==> config.mk <==
export PLATFORM = sky130hd
export DESIGN_NAME = datalog_token_lexer
export DESIGN_NICKNAME = d
export VERILOG_FILES = /design/src/dtl_pkg.sv /design/src/dtl_fifo.sv /design/src/dtl_front.sv /design/src/dtl_back.sv /design/src/datalog_token_lexer.sv
export SDC_FILE = /design/constraint.sdc
export NUM_CORES = 1
export LEC_CHECK = 0
export BUFFER_PORTS_ARGS = -buffer_cell sky130_fd_sc_hd__buf_4
export CAP_MARGIN = 5
export CORE_MARGIN = 2
export CORE_UTILIZATION = 30
export DETAILED_ROUTE_END_ITERATION = 8
export GPL_TIMING_DRIVEN = 0
export PLACE_DENSITY = 0.43
export REMOVE_ABC_BUFFERS = 1
export SETUP_SLACK_MARGIN = 0.5
export SYNTH_ARGS = -nofsm -noshare
export SYNTH_HDL_FRONTEND = slang
export SYNTH_SLANG_ARGS = --single-unit
==> constraint.sdc <==
create_clock -name clk -period 11.8 [get_ports clk]
set_clock_uncertainty 0.1 [all_clocks]
set_input_delay 2.95 -clock clk [delete_from_list [all_inputs] [get_ports clk]]
set_output_delay 2.95 -clock clk [all_outputs]
set_load 0.1 [all_outputs]
==> src/dtl_pkg.sv <==
package dtl_pkg;

  localparam int OFFSET_BITS_DEF = 32;
  localparam int LINE_BITS_DEF   = 24;
  localparam int LENGTH_BITS_DEF = 16;

  localparam int TYPE_W = 5;
  localparam int OFF_W  = 32;
  localparam int LINE_W = 24;
  localparam int LEN_W  = 16;

  typedef enum logic [TYPE_W-1:0] {
    T_COMMA      = 5'd0,
    T_PERIOD     = 5'd1,
    T_QMARK      = 5'd2,
    T_LPAREN     = 5'd3,
    T_RPAREN     = 5'd4,
    T_MUL        = 5'd5,
    T_ADD        = 5'd6,
    T_COLON      = 5'd7,
    T_COLON_DASH = 5'd8,
    T_ID         = 5'd9,
    T_SCHEMES    = 5'd10,
    T_FACTS      = 5'd11,
    T_RULES      = 5'd12,
    T_QUERIES    = 5'd13,
    T_STRING     = 5'd14,
    T_COMMENT    = 5'd15,
    T_UNDEF      = 5'd16,
    T_END        = 5'd17
  } tok_type_t;

  typedef struct packed {
    tok_type_t         ttype;
    logic [LINE_W-1:0] line;
    logic [OFF_W-1:0]  offset;
    logic [LEN_W-1:0]  length;
  } token_t;

  // up to two tokens per request
  typedef struct packed {
    logic   two;
    token_t t0;
    token_t t1;
  } tok_pair_t;

  localparam int PAIR_W = $bits(tok_pair_t);

  localparam logic [7:0] CH_POUND = 8'h23;
  localparam logic [7:0] CH_BAR   = 8'h7C;
  localparam logic [7:0] CH_QUOTE = 8'h27;
  localparam logic [7:0] CH_COLON = 8'h3A;
  localparam logic [7:0] CH_DASH  = 8'h2D;
  localparam logic [7:0] CH_NL    = 8'h0A;

  // keyword characters, position 0..6; zero past the end
  function automatic logic [7:0] kw_char(input logic [1:0] k, input logic [2:0] p);
    logic [55:0] s;
    s = 56'h0;
    case (k)
      2'd0: s = "Schemes";
      2'd1: s = {"Facts", 16'h0};
      2'd2: s = {"Rules", 16'h0};
      default: s = "Queries";
    endcase
    kw_char = s[8*(6-p) +: 8];
  endfunction

  function automatic logic [2:0] kw_len(input logic [1:0] k);
    kw_len = (k == 2'd0 || k == 2'd3) ? 3'd7 : 3'd5;
  endfunction

endpackage

==> src/dtl_fifo.sv <==
module dtl_fifo #(
  parameter int W = 8
) (
  input  logic         clk,
  input  logic         rst_n,
  input  logic         wr_valid,
  output logic         wr_ready,
  input  logic [W-1:0] wr_data,
  output logic         rd_valid,
  input  logic         rd_ready,
  output logic [W-1:0] rd_data
);
  logic [W-1:0] mem_r [2];
  logic         wp_r, rp_r;
  logic [1:0]   cnt_r;
  logic         wr, rd;

  assign wr_ready = (cnt_r != 2'd2);
  assign rd_valid = (cnt_r != 2'd0);
  assign rd_data  = mem_r[rp_r];
  assign wr = wr_valid && wr_ready;
  assign rd = rd_valid && rd_ready;

  always_ff @(posedge clk) begin
    if (wr) mem_r[wp_r] <= wr_data;
    if (!rst_n) begin
      wp_r <= 1'b0;
      rp_r <= 1'b0;
      cnt_r <= 2'd0;
    end else begin
      if (wr) wp_r <= ~wp_r;
      if (rd) rp_r <= ~rp_r;
      cnt_r <= cnt_r + {1'b0, wr} - {1'b0, rd};
    end
  end
endmodule

==> src/dtl_front.sv <==
module dtl_front #(
  parameter int OFFSET_BITS = 32,
  parameter int LINE_BITS   = 24,
  parameter int LENGTH_BITS = 16
) (
  input  logic                    clk,
  input  logic                    rst_n,
  input  logic                    in_valid,
  output logic                    in_ready,
  input  logic                    kind,
  input  logic [7:0]              ch,
  output logic                    q_valid,
  input  logic                    q_ready,
  output dtl_pkg::tok_pair_t      q_data,
  output logic                    q_none
);
  import dtl_pkg::*;

  typedef enum logic [3:0] {
    M_START, M_COLON, M_IDENT, M_STR, M_STR_Q, M_POUND, M_LCOM, M_BCOM, M_BAR
  } mode_t;

  localparam logic [LINE_BITS-1:0]   LINE_MAX = '1;
  localparam logic [LENGTH_BITS-1:0] LEN_MAX  = '1;

  mode_t                  mode_r, mode_nxt;
  logic [3:0]             kw_r, kw_nxt;
  logic [OFFSET_BITS-1:0] soff_r, soff_nxt, coff_r;
  logic [LINE_BITS-1:0]   sline_r, sline_nxt, cline_r;
  logic [LENGTH_BITS-1:0] len_r, len_nxt;

  token_t pend, single;
  logic   emit_p, emit_s;
  tok_type_t ptype;
  logic   acc;

  logic is_alpha, is_digit, is_space;
  logic [7:0] lc;
  logic [3:0] kw_upd;
  logic [3:0] kw_start;
  logic [LENGTH_BITS-1:0] len_inc;

  assign lc       = ch | 8'h20;
  assign is_alpha = (lc >= "a") && (lc <= "z");
  assign is_digit = (ch >= "0") && (ch <= "9");
  assign is_space = (ch == " ") || (ch >= 8'h09 && ch <= 8'h0D);
  assign len_inc  = (len_r == LEN_MAX) ? len_r : len_r + 1'b1;

  // candidates surviving the current character at position len_r
  always_comb begin
    for (int k = 0; k < 4; k++) begin
      kw_upd[k]   = kw_r[k] && (len_r < LENGTH_BITS'(kw_len(2'(k))))
                    && (kw_char(2'(k), len_r[2:0]) == ch);
      kw_start[k] = (kw_char(2'(k), 3'd0) == ch);
    end
  end

  always_comb begin
    ptype = T_ID;
    for (int k = 3; k >= 0; k--)
      if (kw_r[k] && len_r == LENGTH_BITS'(kw_len(2'(k)))) ptype = tok_type_t'(T_SCHEMES + k);
  end

  always_comb begin
    mode_nxt  = mode_r;
    kw_nxt    = kw_r;
    soff_nxt  = soff_r;
    sline_nxt = sline_r;
    len_nxt   = len_r;
    emit_p    = 1'b0;
    emit_s    = 1'b0;
    pend.ttype  = T_ID;
    pend.line   = LINE_W'(sline_r);
    pend.offset = OFF_W'(soff_r);
    pend.length = LEN_W'(len_r);
    single.ttype  = T_UNDEF;
    single.line   = LINE_W'(cline_r);
    single.offset = OFF_W'(coff_r);
    single.length = LEN_W'(1);
    begin : run
      logic do_start;
      do_start = 1'b0;
      if (kind) begin
        emit_p = 1'b1;
        unique case (mode_r)
          M_COLON:         pend.ttype = T_COLON;
          M_IDENT:         pend.ttype = ptype;
          M_STR_Q:         pend.ttype = T_STRING;
          M_POUND, M_LCOM: pend.ttype = T_COMMENT;
          M_STR, M_BCOM, M_BAR: pend.ttype = T_UNDEF;
          default:         emit_p = 1'b0;
        endcase
        mode_nxt = M_START;
        emit_s = 1'b1;
        single.ttype = T_END;
        single.length = '0;
      end else begin
        unique case (mode_r)
          M_COLON: begin
            emit_p = 1'b1;
            mode_nxt = M_START;
            if (ch == CH_DASH) begin
              pend.ttype = T_COLON_DASH;
              pend.length = LEN_W'(len_inc);
            end else begin
              pend.ttype = T_COLON;
              do_start = 1'b1;
            end
          end
          M_IDENT: begin
            if (is_alpha || is_digit) begin
              kw_nxt = kw_upd;
              len_nxt = len_inc;
            end else begin
              emit_p = 1'b1;
              pend.ttype = ptype;
              mode_nxt = M_START;
              do_start = 1'b1;
            end
          end
          M_STR: begin
            len_nxt = len_inc;
            if (ch == CH_QUOTE) mode_nxt = M_STR_Q;
          end
          M_STR_Q: begin
            if (ch == CH_QUOTE) begin
              len_nxt = len_inc;
              mode_nxt = M_STR;
            end else begin
              emit_p = 1'b1;
              pend.ttype = T_STRING;
              mode_nxt = M_START;
              do_start = 1'b1;
            end
          end
          M_POUND, M_LCOM: begin
            if (ch == CH_NL) begin
              emit_p = 1'b1;
              pend.ttype = T_COMMENT;
              mode_nxt = M_START;
              do_start = 1'b1;
            end else begin
              len_nxt = len_inc;
              if (mode_r == M_POUND) mode_nxt = (ch == CH_BAR) ? M_BCOM : M_LCOM;
            end
          end
          M_BCOM: begin
            len_nxt = len_inc;
            if (ch == CH_BAR) mode_nxt = M_BAR;
          end
          M_BAR: begin
            len_nxt = len_inc;
            if (ch == CH_POUND) begin
              emit_p = 1'b1;
              pend.ttype = T_COMMENT;
              pend.length = LEN_W'(len_inc);
              mode_nxt = M_START;
            end else if (ch != CH_BAR) begin
              mode_nxt = M_BCOM;
            end
          end
          default: do_start = 1'b1;
        endcase
        if (do_start) begin
          mode_nxt = M_START;
          emit_s = 1'b1;
          case (ch)
            ",": single.ttype = T_COMMA;
            ".": single.ttype = T_PERIOD;
            "?": single.ttype = T_QMARK;
            "(": single.ttype = T_LPAREN;
            ")": single.ttype = T_RPAREN;
            "*": single.ttype = T_MUL;
            "+": single.ttype = T_ADD;
            default: begin
              if (ch == CH_COLON || ch == CH_QUOTE || ch == CH_POUND || is_alpha) begin
                emit_s = 1'b0;
                soff_nxt = coff_r;
                sline_nxt = cline_r;
                len_nxt = LENGTH_BITS'(1);
                if (ch == CH_COLON) mode_nxt = M_COLON;
                else if (ch == CH_QUOTE) mode_nxt = M_STR;
                else if (ch == CH_POUND) mode_nxt = M_POUND;
                else begin
                  mode_nxt = M_IDENT;
                  kw_nxt = kw_start;
                end
              end else if (is_space) begin
                emit_s = 1'b0;
              end
            end
          endcase
        end
      end
    end
  end

  assign in_ready = q_ready;
  assign acc      = in_valid && in_ready;
  assign q_valid  = acc && (emit_p || emit_s);
  assign q_none   = !(emit_p || emit_s);
  assign q_data.two = emit_p && emit_s;
  assign q_data.t0  = emit_p ? pend : single;
  assign q_data.t1  = single;

  always_ff @(posedge clk) begin
    if (!rst_n) begin
      mode_r  <= M_START;
      kw_r    <= 4'hF;
      soff_r  <= '0;
      sline_r <= LINE_BITS'(1);
      cline_r <= LINE_BITS'(1);
      coff_r  <= '0;
      len_r   <= '0;
    end else if (acc) begin
      mode_r  <= mode_nxt;
      kw_r    <= kw_nxt;
      soff_r  <= soff_nxt;
      sline_r <= sline_nxt;
      len_r   <= len_nxt;
      if (!kind) begin
        coff_r <= coff_r + 1'b1;
        if (ch == CH_NL && cline_r != LINE_MAX) cline_r <= cline_r + 1'b1;
      end
    end
  end
endmodule

==> src/dtl_back.sv <==
module dtl_back (
  input  logic               clk,
  input  logic               rst_n,
  input  logic               q_valid,
  output logic               q_ready,
  input  dtl_pkg::tok_pair_t q_data,
  output logic               out_tvalid,
  input  logic               out_tready,
  output logic [79:0]        out_tdata,
  output logic               out_tlast
);
  import dtl_pkg::*;

  logic   sel_r;
  token_t tk;
  logic   last, take;

  assign tk   = sel_r ? q_data.t1 : q_data.t0;
  assign last = !q_data.two || sel_r;
  assign out_tvalid = q_valid;
  assign out_tdata  = {3'b000, tk.length, tk.offset, tk.line, tk.ttype};
  assign out_tlast  = last;
  assign take       = q_valid && out_tready;
  assign q_ready    = out_tready && last;

  always_ff @(posedge clk) begin
    if (!rst_n) sel_r <= 1'b0;
    else if (take) sel_r <= !last;
  end
endmodule

==> src/datalog_token_lexer.sv <==
// A token is registered in the two-entry token queue before it is offered.
// Throughput: one character per cycle while the token queue has room; a
// character yielding two tokens sends them in turn on the single token output port.
// Reset: synchronous active-low rst_n returns the lexer to its start mode,
// line 1, offset 0, and empties the token queue.
module datalog_token_lexer #(
  parameter int OFFSET_BITS = dtl_pkg::OFFSET_BITS_DEF,
  parameter int LINE_BITS   = dtl_pkg::LINE_BITS_DEF,
  parameter int LENGTH_BITS = dtl_pkg::LENGTH_BITS_DEF
) (
  input  logic        clk,
  input  logic        rst_n,
  input  logic        in_tvalid,
  output logic        in_tready,
  input  logic [7:0]  in_tdata,  // ch
  input  logic        in_tuser,  // kind
  output logic        out_tvalid,
  input  logic        out_tready,
  output logic [79:0] out_tdata, // token_type, start_line, start_offset, token_length
  output logic        out_tlast  // last_of_item
);
  import dtl_pkg::*;

  logic      f_valid, f_ready, f_none;
  tok_pair_t f_data, b_data;
  logic      b_valid, b_ready;

  dtl_front #(.OFFSET_BITS(OFFSET_BITS), .LINE_BITS(LINE_BITS),
              .LENGTH_BITS(LENGTH_BITS)) u_front (
    .clk, .rst_n,
    .in_valid(in_tvalid), .in_ready(in_tready),
    .kind(in_tuser), .ch(in_tdata),
    .q_valid(f_valid), .q_ready(f_ready), .q_data(f_data), .q_none(f_none)
  );

  dtl_fifo #(.W(PAIR_W)) u_fifo (
    .clk, .rst_n,
    .wr_valid(f_valid), .wr_ready(f_ready), .wr_data(f_data),
    .rd_valid(b_valid), .rd_ready(b_ready), .rd_data(b_data)
  );

  dtl_back u_back (
    .clk, .rst_n,
    .q_valid(b_valid), .q_ready(b_ready), .q_data(b_data),
    .out_tvalid, .out_tready, .out_tdata, .out_tlast
  );

`ifndef SYNTHESIS
  a_end_last: assert property (@(posedge clk) disable iff (!rst_n)
    out_tvalid && out_tdata[4:0] == T_END |-> out_tlast) else $error("end token not last");
  a_end_len: assert property (@(posedge clk) disable iff (!rst_n)
    out_tvalid && out_tdata[4:0] == T_END |-> out_tdata[79:64] == 16'h0)
    else $error("end token length");
  a_none_noq: assert property (@(posedge clk) disable iff (!rst_n)
    in_tvalid && in_tready && f_none |-> !f_valid) else $error("empty request queued");
`endif
endmodule
# ---- Word-level counts from Yosys, hierarchy flattened
# Memory sizes are Yosys's and may differ from the RTL's. A register that Yosys moved wholly into a read port is not among the register bits.
# Cells that the tools add are included.
dict set report op_classes {
  n_addsub 6
  n_lt_le_gt_ge 8
  eq_ne 41
  shift 4
  mux 74
  n_bitwise 4
  n_reduce_logical 42
}
# cell n
set op_table {}
lappend op_table {{$shiftx A56 B33 Y8 const A} 4}
lappend op_table {{$mux W16} 10}
lappend op_table {{$mux W77} 2}
lappend op_table {{$eq A8 B6 Y1 const B} 12}
lappend op_table {{$mux W4} 22}
lappend op_table {{$pmux W16 S4} 1}
lappend op_table {{$pmux W5 S5} 2}
lappend op_table {{$mux W5} 7}
lappend op_table {{$pmux W5 S7} 1}
lappend op_table {{$add A32 B1 Y32 const B} 1}
lappend op_table {{$eq A16 B3 Y1 const B} 2}
lappend op_table {{$eq A7 B8 Y1 const A} 4}
lappend op_table {{$eq A8 B8 Y1} 4}
lappend op_table {{$lt A16 B3 Y1 const B} 2}
lappend op_table {{$pmux W16 S2} 1}
lappend op_table {{$pmux W4 S7} 1}
lappend op_table {{$add A24 B1 Y24 const B} 1}
lappend op_table {{$ne A24 B24 Y1 const B} 1}
lappend op_table {{$logic_and A1 B1 Y1} 23}
lappend op_table {{$mux W1} 19}
lappend op_table {{$add A16 B1 Y16 const B} 1}
lappend op_table {{$eq A16 B16 Y1 const B} 1}
lappend op_table {{$eq A4 B3 Y1 const B} 4}
lappend op_table {{$mux W3} 5}
lappend op_table {{other kinds (34)} 48}
dict set report totals {
  reg_bits 141
  ramBits 280
  in_bits 13
  output_inout_bits 83
  word_cells 191
  n_memories 1
}
# memory depth word_bits read_ports rd_ports_with_merged_regs wr line
set mem_list {}
lappend mem_list {u_fifo.mem_r 2 140 1 1 1 dtl_fifo.sv:13} ;# logic [W-1:0] mem_r [2];

# ---- Logic depth before layout (Yosys ltp)
# Gate-level depths: netlist of the first run.
dict set report logic_depth {
  depth_word 13
  mapped_depth 12
  ltp_nobuf 10
}

# ---- Cells and area by module
# A second synthesis of the first run with hierarchy kept.
dict set report unflattened {
  cells_unflattened 1855
  area_unflattened_um2 21404.3
}
# module instances cells_per_inst area_per_inst_um2 seq_area_each_um2
set by_module_without_submodules {}
lappend by_module_without_submodules {dtl_fifo 1 506 11509.8 9409.0}
lappend by_module_without_submodules {dtl_front 1 1252 8837.2 2722.6}
lappend by_module_without_submodules {dtl_back 1 97 1057.3 20.0}

# ---- Least setup slack after synthesis of the first run
# No wires, ideal clock.
dict set report synth_path {
  path_type {input to register}
  startpoint {input in_tdata[6]}
  endpoint {memory u_fifo.mem_r[1][0] in the netlist's numbering, enable pin}
  setup_time_ns 0.515
  arrival_time_ns 7.715
  required_time_ns 11.185
  setup_slack_ns 3.470
  path_stages 8
  path_buffers 1
  cell_sequence {buf_2 > or3b_1 > or4_4 > nand2_1 > or3_4 > a211oi_2 > nor3_1 > and2_1}
}
dict set report synth_via {
  elab_chain_len 13
  word_cells_on_any_way 47
  classes_between {order compare (6); eq/ne (13); mux (16); reduce/logical (12)}
}
# element line
set synth_rtl {}
lappend synth_rtl {{start: declaration} datalog_token_lexer.sv:15} ;# input logic [7:0] in_tdata,
lappend synth_rtl {{$ge A8 B7 Y1 (tied with other cells)} dtl_front.sv:44} ;# assign is_alpha = (lc >= "a") && (lc <= "z");
lappend synth_rtl {{$logic_and A1 B1 Y1 (tied with other cells)} dtl_front.sv:44}
lappend synth_rtl {{$logic_or A1 B1 Y1 (on tied branches)} {dtl_front.sv:111, dtl_front.sv:46, dtl_front.sv:176}}
lappend synth_rtl {{$mux W1 (tied with other cells)} dtl_front.sv:111} ;# if (is_alpha || is_digit) begin
lappend synth_rtl {{$pmux W1 S5 or $mux W1 (tied branches)} {dtl_front.sv:98, dtl_front.sv:176}}
lappend synth_rtl {{$mux W1 (on tied branches)} {dtl_front.sv:83, dtl_front.sv:167}}
lappend synth_rtl {{$mux W1} dtl_front.sv:164} ;# if (do_start) begin
lappend synth_rtl {{$mux W1} dtl_front.sv:83} ;# if (kind) begin
lappend synth_rtl {{$logic_or A1 B1 Y1 *} dtl_front.sv:200} ;# assign q_valid = acc && (emit_p || emit_s);
lappend synth_rtl {{$logic_and A1 B1 Y1 *} dtl_front.sv:200}
lappend synth_rtl {{$logic_and A1 B1 Y1 *} dtl_fifo.sv:21} ;# assign wr = wr_valid && wr_ready;
lappend synth_rtl {{$mux W1 *} dtl_fifo.sv:25} ;# if (wr) mem_r[wp_r] <= wr_data;
lappend synth_rtl {{$mux W1 (not written as such) *} dtl_fifo.sv:25}
lappend synth_rtl {{end: declaration} dtl_fifo.sv:13}
# Every way passes the cells marked *; elsewhere a longest branch is shown, timed or not. The select of a mux whose other input is x is not followed.

# ---- Worst setup path after layout of the first run
dict set report layout_path {
  startpoint {input in_tdata[2]}
  endpoint {memory u_fifo.mem_r[0][95] in the netlist's numbering, enable pin}
}
# Same word-level chain as after synthesis.

==> results.py, run 1 <==
metrics = {
    "sta": {
        "worstMarginPinSlew_ns": 1.15,
        "setup_viol": 0,
        "rsz0062_at_grt": "false",
        "setup_ws_ns": 5.68,
        "maxSlewHeadroom_pct": 22.4,
        "min_period_over_period_pct": 51.8,
        "fin_tns_setup_ns": 0,
        "slew_violations": 0,
        "fmaxAchievable_mhz": 163,
        "period_needed_ns": 6.12,
        "hold_viol_final": 0,
    },
    "cts": {
        "cts_buffers": 46,
        "cts_max_level": 2,
        "clk_pin_slew_ns": 0.06,
        "cts_buffer_depth": 3,
        "postCtsHoldBufs": 0,
        "ctsResizeCount": 0,
        "clockRootBuffer": "clkbuf_16",
        "cts_tree": "yes",
        "postCtsSetupBuffers": 0,
        "clock_sinks": 420,
        "insertion_delay_ns": 0.58,
    },
    "global_route": {
        "grt_util_met2_pct": 23.6,
        "grt_pass1_vias": 11963,
        "grt_util_met3_pct": 2.67,
        "grtUsageTotal_pct": 14.0,
        "busiest_layer": "met2",
        "grt_use_met1_pct": 18.5,
        "grt_max_degree": 72,
        "gr-total-overflow": 0,
        "antenna_found_initial": 0,
        "grt_pass1_wl_um": 70600,
    },
    "drt": {
        "drtIter0Drc": 645,
        "vias": 12151,
        "drcViolationCount": 0,
        "dr.pass1.iters": 5,
        "wirelength_um": 45200,
        "post_drt_via_cell_ratio": 4.82,
        "postRouteAntennaNets": 0,
        "wire_per_inst_um": 17.9,
    },
    "cells_and_area": {
        "final_cell_mix": "edfxtp_1 (278), nand2_1 (235), nor2_1 (195)",
        "mostFrequentLayoutCell": "edfxtp_1",
        "fillers": 6127,
        "area_delta_synth_final_pct": 17.5,
        "utilization_pct": 35.7,
        "fin_area_um2": 22000,
        "antenna_cells": 0,
        "fin_nets": 1668,
        "drive_above_1_share_pct": 16.6,
    },
    "worst_setup_path": {
        "worstPathArrival_ns": 6.23,
        "critPathKind": "in2reg",
        "cp_data_required_time_ns": 11.91,
        "crit_fanout": 71,
        "start_kind": "primary input",
        "end_kind": "flop",
    },
    "placed_design": {
        "dp_hpwl_um": 28400,
        "place_congestion": 0.818,
        "pre_cts_ws_ns": 4.88,
        "io_buffers": 92,
        "post_dp_cell_area_um2": 20500,
    },
    "synth": {
        "yosys_warnings": 0,
        "ys_ff_latch": 420,
        "yosysUniqueCellTypes": 86,
        "ys.flop_type": "edfxtp_1",
        "synthArstFlopShare_pct": 0,
        "synth_cells": 1586,
        "ys_seq_area_share_pct": 59.6,
        "netlist_area_um2": 18800,
        "synth_edf_count": 278,
        "syn_area_per_cell_um2": 11.8,
    },
    "power_and_ir_drop": {
        "power.density_nw_per_um2": 203,
        "intPower_mw": 2.89,
        "power_mw": 4.49,
        "p_sw_mw": 1.60,
        "ir_drop_uv": 95.7,
        "p_leak_nw": 7.87,
        "seqPwrFrac_pct": 38.7,
        "p_clk_share_pct": 33.2,
        "netSwitchingFraction_pct": 35.7,
        "p_comb_share_pct": 28.2,
    },
    "floorplanning": {
        "dieArea_um2": 64600,
        "fp.dieW_um": 254,
        "rows": 91,
        "coreArea_um2": 61800,
        "ios": 96,
        "initial_core_util_pct": 30.4,
        "fp.dieH_um": 254,
    },
    "hold_path": {
        "min_path_type": "reg2reg",
    },
    "outcome": {
        "outcome": "finished, final reports clean",
    },
    "job": {
        "drv_cap": 0,
    },
}
==> power by group through the flow <==
stage	sequential, mW	clock, mW	combinational, mW
after CTS	1.74	1.54	1.29
after floorplan	1.80	0	0.960
final	1.73	1.49	1.26
after global placement	1.85	0	1.24
after global routing	1.75	1.59	1.32
after detailed placement	1.77	0	1.29
==> cell families (layout without fill, tap and decap cells) <==
group | after synthesis | count (layout) | share of synthesized area (%)
adders and majority gates | 9 | 9 | 0.587
DFF | 420 | 420 | 59.6
and+or+nand+nor | 633 | 633 | 15.5
other | 1 | 3 | 0.0200
muxes | 136 | 136 | 11.3
buffers and inverters | 130 | 226 | 2.96
xor gates and xnor gates | 70 | 70 | 3.34
AOI/OAI and AO/OA | 187 | 187 | 6.69
==> Yosys cell counts, types with 5 or more instances <==
| cell type | n | area (um^2) |
|---|---|---|
| a211o_1 | 5 | 43.8 |
| a211oi_1 | 5 | 37.5 |
| a21oi_1 | 48 | 240 |
| a22o_1 | 7 | 61.3 |
| a311oi_1 | 9 | 78.8 |
| a31oi_1 | 15 | 93.8 |
| and2_1 | 7 | 43.8 |
| and3_1 | 15 | 93.8 |
| and4_1 | 5 | 43.8 |
| buf_1 | 13 | 48.8 |
| buf_2 | 26 | 130 |
| buf_4 | 7 | 52.6 |
| clkbuf_1 | 56 | 210 |
| dfxtp_1 | 142 | 2840 |
| edfxtp_1 | 278 | 8350 |
| ha_1 | 8 | 100 |
| inv_1 | 23 | 86.3 |
| mux2i_1 | 73 | 731 |
| mux4_2 | 61 | 1370 |
| nand2_1 | 235 | 882 |
| nand2b_1 | 6 | 37.5 |
| nand3_1 | 47 | 235 |
| nand4_1 | 25 | 156 |
| nor2_1 | 195 | 732 |
| nor2b_1 | 10 | 62.6 |
| nor3_1 | 22 | 110 |
| nor4_1 | 11 | 68.8 |
| o211ai_1 | 8 | 60.1 |
| o21ai_0 | 39 | 195 |
| o31ai_1 | 5 | 37.5 |
| or2_2 | 5 | 31.3 |
| or3_1 | 12 | 75.1 |
| xnor2_1 | 34 | 298 |
| xor2_1 | 35 | 307 |
==> stage by stage <==
stage / std cells / hold WS (ns)
global placement: 2413 / 0.356
floorplan: 1484 / 0.345
detailed placement: 2435 / 0.365
finish: 2521 / 0.380
global route: 2521 / 0.391
CTS: 2520 / 0.381
==> metal layers <==
layer	share of wire (%)	wire length, um	vias up
li1	-	-	5924
met1	46	20900	5999
met2	48	21700	174
met3	3.9	1760	54
met4	1.9	851	0
met5	0	0	-
==> path summary, 6_finish.rpt <==
path                                         start                  end  slack (ns)  cells past startpoint
worst max-delay path                   in_tdata[2]  u_fifo.mem_r[0][95]        5.68                      9
worst min-delay path            u_front.sline_r[0]   u_front.sline_r[0]        0.38                      2
worst max register to register    u_front.len_r[0]      u_front.kw_r[2]        6.61                      9
worst min register to register  u_front.sline_r[0]   u_front.sline_r[0]        0.38                      2
==> registers in the layout (all words and copies together) (netlist names), named ones only <==
| signal | count |
|---|---|
| u_fifo.rp_r | 1 |
| u_fifo.mem_r | 278 |
| u_front.len_r | 16 |
| u_front.coff_r | 32 |
| u_back.sel_r | 1 |
| u_front.cline_r | 24 |
| u_front.sline_r | 24 |
| u_front.soff_r | 32 |
| u_fifo.wp_r | 1 |
| u_front.kw_r | 4 |
| u_front.mode_r | 4 |
| u_fifo.cnt_r | 2 |
==> final cells by class <==
class | instances | area, um^2 | area share [%]
sequential | 420 | 11200 | 50.8
timing repair buffer | 115 | 1050 | 4.74
clock inverter | 19 | 255 | 1.16
tap | 837 | 1050 | 4.75
inverter | 26 | 108 | 0.488
multi-input combinational | 1038 | 7060 | 32.0
clock buffer | 66 | 1330 | 6.02
==> critical path, cell delays in order <==
cell and delay [ns]:
buf_4 0.20, nor4b_1 0.41, nand3_1 0.35, o2111ai_1 0.42
or2_1 0.26, a211oi_2 0.13, or4_1 0.54, inv_8 0.45
buf_16 0.39
Power figures use the tool's default switching activity.
==> inputs of run 2 (changes only) <==
==> constraint.sdc (replaced) <==
create_clock -name clk -period 5.7 [get_ports clk]
set_clock_uncertainty 0.1 [all_clocks]
set_input_delay 1.425 -clock clk [delete_from_list [all_inputs] [get_ports clk]]
set_output_delay 1.425 -clock clk [all_outputs]
set_load 0.1 [all_outputs]
==> results.py, run 2 (same netlist as run 1, synthesis figures left out) <==
metrics = {
    "global_route": {
        "antenna_found_initial": 0,
        "gr-total-overflow": 0,
        "grt_pass1_vias": 11963,
        "grt_pass1_wl_um": 70600,
        "grt_max_degree": 72,
        "grtUsageTotal_pct": 14.0,
    },
    "cells_and_area": {
        "antenna_cells": 0,
        "regArea_um2": 11200,
        "final_cells": 2521,
        "fin_area_um2": 22000,
        "largest_reg_flops": 278,
        "final_cell_mix": "edfxtp_1 (278), nand2_1 (235), nor2_1 (195)",
        "top_regs": "u_fifo.mem_r (278), u_front.coff_r (32), u_front.soff_r (32)",
        "mostFrequentLayoutCell": "edfxtp_1",
        "area_delta_synth_final_pct": 17.5,
        "fillers": 6126,
        "drive_above_1_share_pct": 16.7,
        "fin_nets": 1668,
        "top_register": "u_fifo.mem_r",
        "multi_input_area_um2": 7070,
    },
    "worst_setup_path": {
        "worst-r2r-setup-slack_ns": 1.41,
        "start_kind": "primary input",
        "slowest_stage": "or4_1",
        "critPathKind": "in2reg",
        "path_depth": 9,
        "end_kind": "flop",
        "timing.rr.end": "u_front.kw_r[2]",
        "path_cells": "buf_4 > nor4b_1 > nand3_1 > o2111ai_1 > or2_1 > a211oi_2 > or4_1 > inv_8 > buf_16",
        "reg2reg_from": "u_front.len_r[0]",
        "cp-startpoint": "in_tdata[2]",
        "worstRegToRegCells": 9,
        "crit_path_end": "u_fifo.mem_r[0][95]",
        "slowest_delay_ns": 0.54,
        "crit_fanout": 71,
        "crit_buf_inv": 3,
        "worstPathArrival_ns": 4.71,
        "cp_data_required_time_ns": 5.81,
        "critPathTopFamily": "simple AND/OR/NAND/NOR gates",
    },
    "sta": {
        "hold_viol_final": 0,
        "worstMarginPinSlew_ns": 1.15,
        "min_period_over_period_pct": 80.7,
        "setup_ws_ns": 1.10,
        "period_needed_ns": 4.60,
        "fmaxAchievable_mhz": 217,
        "rsz0062_at_grt": "false",
        "maxSlewHeadroom_pct": 22.4,
        "slew_violations": 0,
        "fin_tns_setup_ns": 0,
        "setup_viol": 0,
    },
    "drt": {
        "wire_per_inst_um": 17.9,
        "drtIter0Drc": 645,
        "postRouteAntennaNets": 0,
        "post_drt_via_cell_ratio": 4.82,
        "vias": 12154,
        "drcViolationCount": 0,
        "wirelength_um": 45200,
        "dr.pass1.iters": 5,
    },
    "cts": {
        "cts_tree": "yes",
        "ctsResizeCount": 0,
        "clk_pin_slew_ns": 0.06,
        "cts_max_level": 2,
        "clock_sinks": 420,
        "postCtsSetupBuffers": 0,
        "clockRootBuffer": "clkbuf_16",
        "cts_buffer_depth": 3,
        "postCtsHoldBufs": 0,
        "cts_buffers": 46,
        "insertion_delay_ns": 0.58,
    },
    "floorplanning": {
        "ios": 96,
        "fp.dieW_um": 254,
        "dieArea_um2": 64600,
        "fp.dieH_um": 254,
        "initial_core_util_pct": 30.4,
        "rows": 91,
        "coreArea_um2": 61800,
    },
    "power_and_ir_drop": {
        "seqPwrFrac_pct": 38.7,
        "p_comb_share_pct": 28.2,
        "intPower_mw": 5.97,
        "p_clk_share_pct": 33.2,
        "ir_drop_uv": 198,
        "p_sw_mw": 3.31,
        "power.density_nw_per_um2": 421,
        "p_leak_nw": 7.87,
        "netSwitchingFraction_pct": 35.7,
    },
    "placed_design": {
        "io_buffers": 92,
        "post_dp_cell_area_um2": 20500,
        "dpl.cell_count": 2435,
        "place_congestion": 0.818,
        "dp_hpwl_um": 28400,
        "pre_cts_ws_ns": 0.305,
    },
    "outcome": {
        "outcome": "finished, final reports clean",
    },
    "job": {
        "drv_cap": 0,
    },
    "hold_path": {
        "min_path_type": "reg2reg",
    },
}
[run 2: cell counts in the layout (fill, tap and decap cells not counted)]
Identical to the previous run, type by type.
[run 2: worst register-to-register path, cell delays in order (launching register included)]
cell       delay [ns]
dfxtp_2          0.72
clkinv_1         0.51
ha_2             0.86
inv_1            0.26
or4b_2           0.71
o221ai_1         0.09
a21oi_1          0.06
a2111oi_0        0.62
nor2_1           0.11
o21ai_0          0.18
[run 2: metal layers]
metal | GRT usage (%) | wire length, um | vias up
met4 | 3.78 | 851 | 0
met2 | 23.6 | 21700 | 182
li1 | - | - | 5923
met3 | 2.67 | 1800 | 54
met5 | 0 | 0 | -
met1 | 18.5 | 20900 | 5995
[run 2: final cells by class]
type	instances	area share, %
sequential	420	50.8
inverter	26	0.488
tap	837	4.75
multi-input combinational	1038	32.0
timing repair buffer	115	4.74
clock buffer	66	6.02
clock inverter	19	1.16
[run 2: how the worst min path moves through the flow]
stage	startpoint	end	slack [ns]	depth (start not counted)
2_1_floorplan	u_front.sline_r[0]	u_front.sline_r[0]	0.34	2
3_3_place_gp	u_front.sline_r[0]	u_front.sline_r[0]	0.36	2
3_5_place_dp	u_front.sline_r[0]	u_front.sline_r[0]	0.36	2
4_1_cts	u_front.sline_r[0]	u_front.sline_r[0]	0.38	2
5_1_grt	u_front.sline_r[0]	u_front.sline_r[0]	0.39	2
6_report	u_front.sline_r[0]	u_front.sline_r[0]	0.38	2
[run 2: metrics by stage]
step / util (%) / power [mW] / hold slack (ns)
3_5_place_dp: 33.1 / 6.33 / 0.365
3_3_place_gp: 32.4 / 6.40 / 0.356
6_report: 35.7 / 9.29 / 0.380
2_1_floorplan: - / 5.71 / 0.345
4_1_cts: 35.7 / 9.45 / 0.381
5_1_grt: 35.7 / 9.65 / 0.391
[run 2: power by group through the flow]
| stage | logic, mW | registers, mW | clock network (mW) |
|---|---|---|---|
| finish | 2.61 | 3.59 | 3.08 |
| global route | 2.73 | 3.62 | 3.30 |
| CTS | 2.67 | 3.60 | 3.18 |
| detailed placement | 2.67 | 3.66 | 0 |
| global placement | 2.57 | 3.83 | 0 |
| floorplan | 1.99 | 3.72 | 0 |
==> inputs of run 3 (changes only) <==
--- a/config.mk
+++ b/config.mk
@@ -5,13 +5,14 @@
 export SDC_FILE = /design/constraint.sdc
 export NUM_CORES = 1
 export LEC_CHECK = 0
+export ABC_AREA = 1
 export BUFFER_PORTS_ARGS = -buffer_cell sky130_fd_sc_hd__buf_4
 export CAP_MARGIN = 5
 export CORE_MARGIN = 2
 export CORE_UTILIZATION = 30
 export DETAILED_ROUTE_END_ITERATION = 8
 export GPL_TIMING_DRIVEN = 0
-export PLACE_DENSITY = 0.43
+export PLACE_DENSITY = 0.44
 export REMOVE_ABC_BUFFERS = 1
 export SETUP_SLACK_MARGIN = 0.5
 export SYNTH_ARGS = -nofsm -noshare
==> constraint.sdc (replaced) <==
create_clock -name clk -period 4 [get_ports clk]
set_clock_uncertainty 0.1 [all_clocks]
set_input_delay 1 -clock clk [delete_from_list [all_inputs] [get_ports clk]]
set_output_delay 1 -clock clk [all_outputs]
set_load 0.1 [all_outputs]
==> results.py, run 3 <==
metrics = {
    "outcome": {
        "outcome": "finished, final reports clean",
    },
    "worst_setup_path": {
        "cp_data_required_time_ns": 2.90,
        "slowest_delay_ns": 0.36,
        "reg2reg_from": "u_fifo.cnt_r[0]",
        "path_depth": 6,
        "timing.rr.end": "u_front.coff_r[24]",
        "worstRegToRegCells": 11,
        "crit_fanout": 62,
        "slowest_stage": "dfxtp_4",
        "path_cells": "buf_16 > inv_16 > buf_16 > o21ai_0 > o22ai_2 > buf_6",
        "critPathKind": "reg2out",
        "crit_buf_inv": 4,
        "path_common_cell": "buf_16",
        "critPathTopFamily": "buffers and inverters",
        "worstPathArrival_ns": 2.33,
        "start_kind": "flop",
        "worst-r2r-setup-slack_ns": 0.75,
        "end_kind": "output port",
    },
    "sta": {
        "fin_tns_setup_ns": 0,
        "maxSlewHeadroom_pct": 36.8,
        "rsz0062_at_grt": "false",
        "hold_viol_final": 0,
        "setup_viol": 0,
        "min_period_over_period_pct": 85.8,
        "fmaxAchievable_mhz": 291,
        "period_needed_ns": 3.43,
        "worstMarginPinSlew_ns": 0.945,
        "slew_violations": 0,
    },
    "job": {
        "drv_cap": 0,
    },
    "hold_path": {
        "hp-start": "u_fifo.rp_r",
        "min_path_type": "reg2reg",
        "worstHoldPathCells": 1,
    },
    "drt": {
        "drtIter0Drc": 1089,
        "drcViolationCount": 0,
        "postRouteAntennaNets": 0,
        "vias": 15788,
        "wire_per_inst_um": 18.2,
        "dr.pass1.iters": 5,
        "post_drt_via_cell_ratio": 4.90,
        "wirelength_um": 58700,
    },
    "placed_design": {
        "dp_hpwl_um": 35000,
        "io_buffers": 92,
        "place_congestion": 0.875,
    },
    "global_route": {
        "antenna_found_initial": 1,
        "grt_pass1_wl_um": 90200,
        "gr-total-overflow": 0,
        "grt_pass1_vias": 15451,
        "grtUsageTotal_pct": 17.0,
        "grt_max_degree": 111,
    },
    "synth": {
        "synthArstFlopShare_pct": 0,
        "post-synth-top-count-cell": "nand2_1",
        "ys_ff_latch": 420,
        "yosys-top-cells-count": "nand2_1 (565), nor2_1 (280), edfxtp_1 (278), o21ai_0 (206), inv_1 (148)",
        "synth_edf_count": 278,
        "ys_seq_area_share_pct": 56.9,
        "yosys_warnings": 0,
        "netlist_area_um2": 19700,
        "syn_area_per_cell_um2": 8.69,
        "synth_cells": 2264,
        "synth_top_area_share_pct": 42.4,
        "netlist_top_cells_area": "edfxtp_1 (42%), dfxtp_1 (14%), nand2_1 (11%)",
        "ys.flop_type": "edfxtp_1",
        "synth.largest_area_cell": "edfxtp_1",
        "yosysUniqueCellTypes": 46,
    },
    "cells_and_area": {
        "largest_reg_flops": 278,
        "fin_nets": 2354,
        "mostFrequentLayoutCell": "nand2_1",
        "antenna_cells": 0,
        "top_regs": "u_fifo.mem_r (278), u_front.coff_r (32), u_front.soff_r (32)",
        "drive_above_1_share_pct": 11.4,
        "top_register": "u_fifo.mem_r",
        "final_cell_mix": "nand2_1 (564), nor2_1 (279), edfxtp_1 (278)",
        "area_delta_synth_final_pct": 19.1,
        "fillers": 6618,
    },
    "cts": {
        "cts_max_level": 2,
        "clk_pin_slew_ns": 0.06,
        "postCtsHoldBufs": 0,
        "cts_buffer_depth": 3,
        "cts_buffers": 46,
        "insertion_delay_ns": 0.58,
        "clock_sinks": 420,
        "cts_tree": "yes",
        "clockRootBuffer": "clkbuf_16",
    },
    "floorplanning": {
        "dieArea_um2": 67600,
        "fp.dieW_um": 260,
        "ios": 96,
        "rows": 93,
        "coreArea_um2": 64600,
        "initial_core_util_pct": 30.5,
        "fp.dieH_um": 260,
    },
    "power_and_ir_drop": {
        "intPower_mw": 8.97,
        "p_sw_mw": 7.22,
        "power_mw": 16.2,
        "power.density_nw_per_um2": 691,
        "p_comb_share_pct": 42.2,
        "seqPwrFrac_pct": 32.5,
        "p_clk_share_pct": 25.3,
        "ir_drop_uv": 401,
        "p_leak_nw": 8.63,
        "netSwitchingFraction_pct": 44.6,
    },
}
## run 3: per-stage QoR
stage	hold WS (ns)	std cells	util, %	worst slack (ns)	area, um^2
finish	0.349	3225	36.3	0.569	23400
global route	0.363	3225	36.3	0.487	23400
CTS	0.346	3212	35.8	0.398	23100
detailed placement	0.336	3117	32.9	-1.08	21300
global placement	0.334	3104	32.4	-9.29	20900
floorplan	0.324	2157	-	-4.65	19100
## run 3: power by group through the flow
stage / Sequential, mW / Clock (mW) / Combinational (mW)
floorplan: 5.47 / 0 / 4.60
global placement: 5.62 / 0 / 5.74
detailed placement: 5.39 / 0 / 6.29
CTS: 5.28 / 4.22 / 6.71
global route: 5.30 / 4.38 / 7.14
finish: 5.26 / 4.10 / 6.83
## run 3: layer usage
metal	vias up	part of all wire (%)	global-route usage (%)
met4	0	2.0	4.40
met1	7557	48	23.3
li1	7855	-	-
met5	-	0	0
met3	70	3.7	2.60
met2	306	47	28.0
## run 3: logic make-up after synthesis
family | after synthesis | synth area share, %
xor+xnor | 33 | 1.47
compound gates | 462 | 12.5
simple gates | 1059 | 22.6
other cells | 1 | 0.0191
buf+inv | 281 | 6.04
fa+ha+maj | 8 | 0.509
flops | 420 | 56.9
## run 3: timing repair
| action | CTS | global route |
|---|---|---|
| buffers inserted | 6 | 9 |
| setup endpoints to repair | 329 | 238 |
| gates resized for setup | 44 | 32 |
| cloned | 4 | 4 |
| pin swaps | 2 | 2 |
## run 3: worst max-delay path by stage
stage                       from                  end  slack [ns]
floorplan            in_tdata[7]   u_fifo.mem_r[0][0]       -4.65
global placement     in_tdata[7]  u_fifo.mem_r[0][69]       -9.29
detailed placement     in_tvalid  u_front.cline_r[12]       -1.08
CTS                         flop        out_tdata[33]        0.40
global route                flop        out_tdata[37]        0.49
finish              u_back.sel_r         out_tdata[1]        0.57
## run 3: cell type report
class	instances	area, um^2	share of cell area, %
clock buffers	67	1350	5.77
clock inverters	18	118	0.502
inverters	172	739	3.16
multi-input cells	1568	7440	31.8
flip-flops and latches	420	11200	47.8
well taps	855	1070	4.57
repair buffers	124	1500	6.40
repair inverters	1	11.3	0.0481
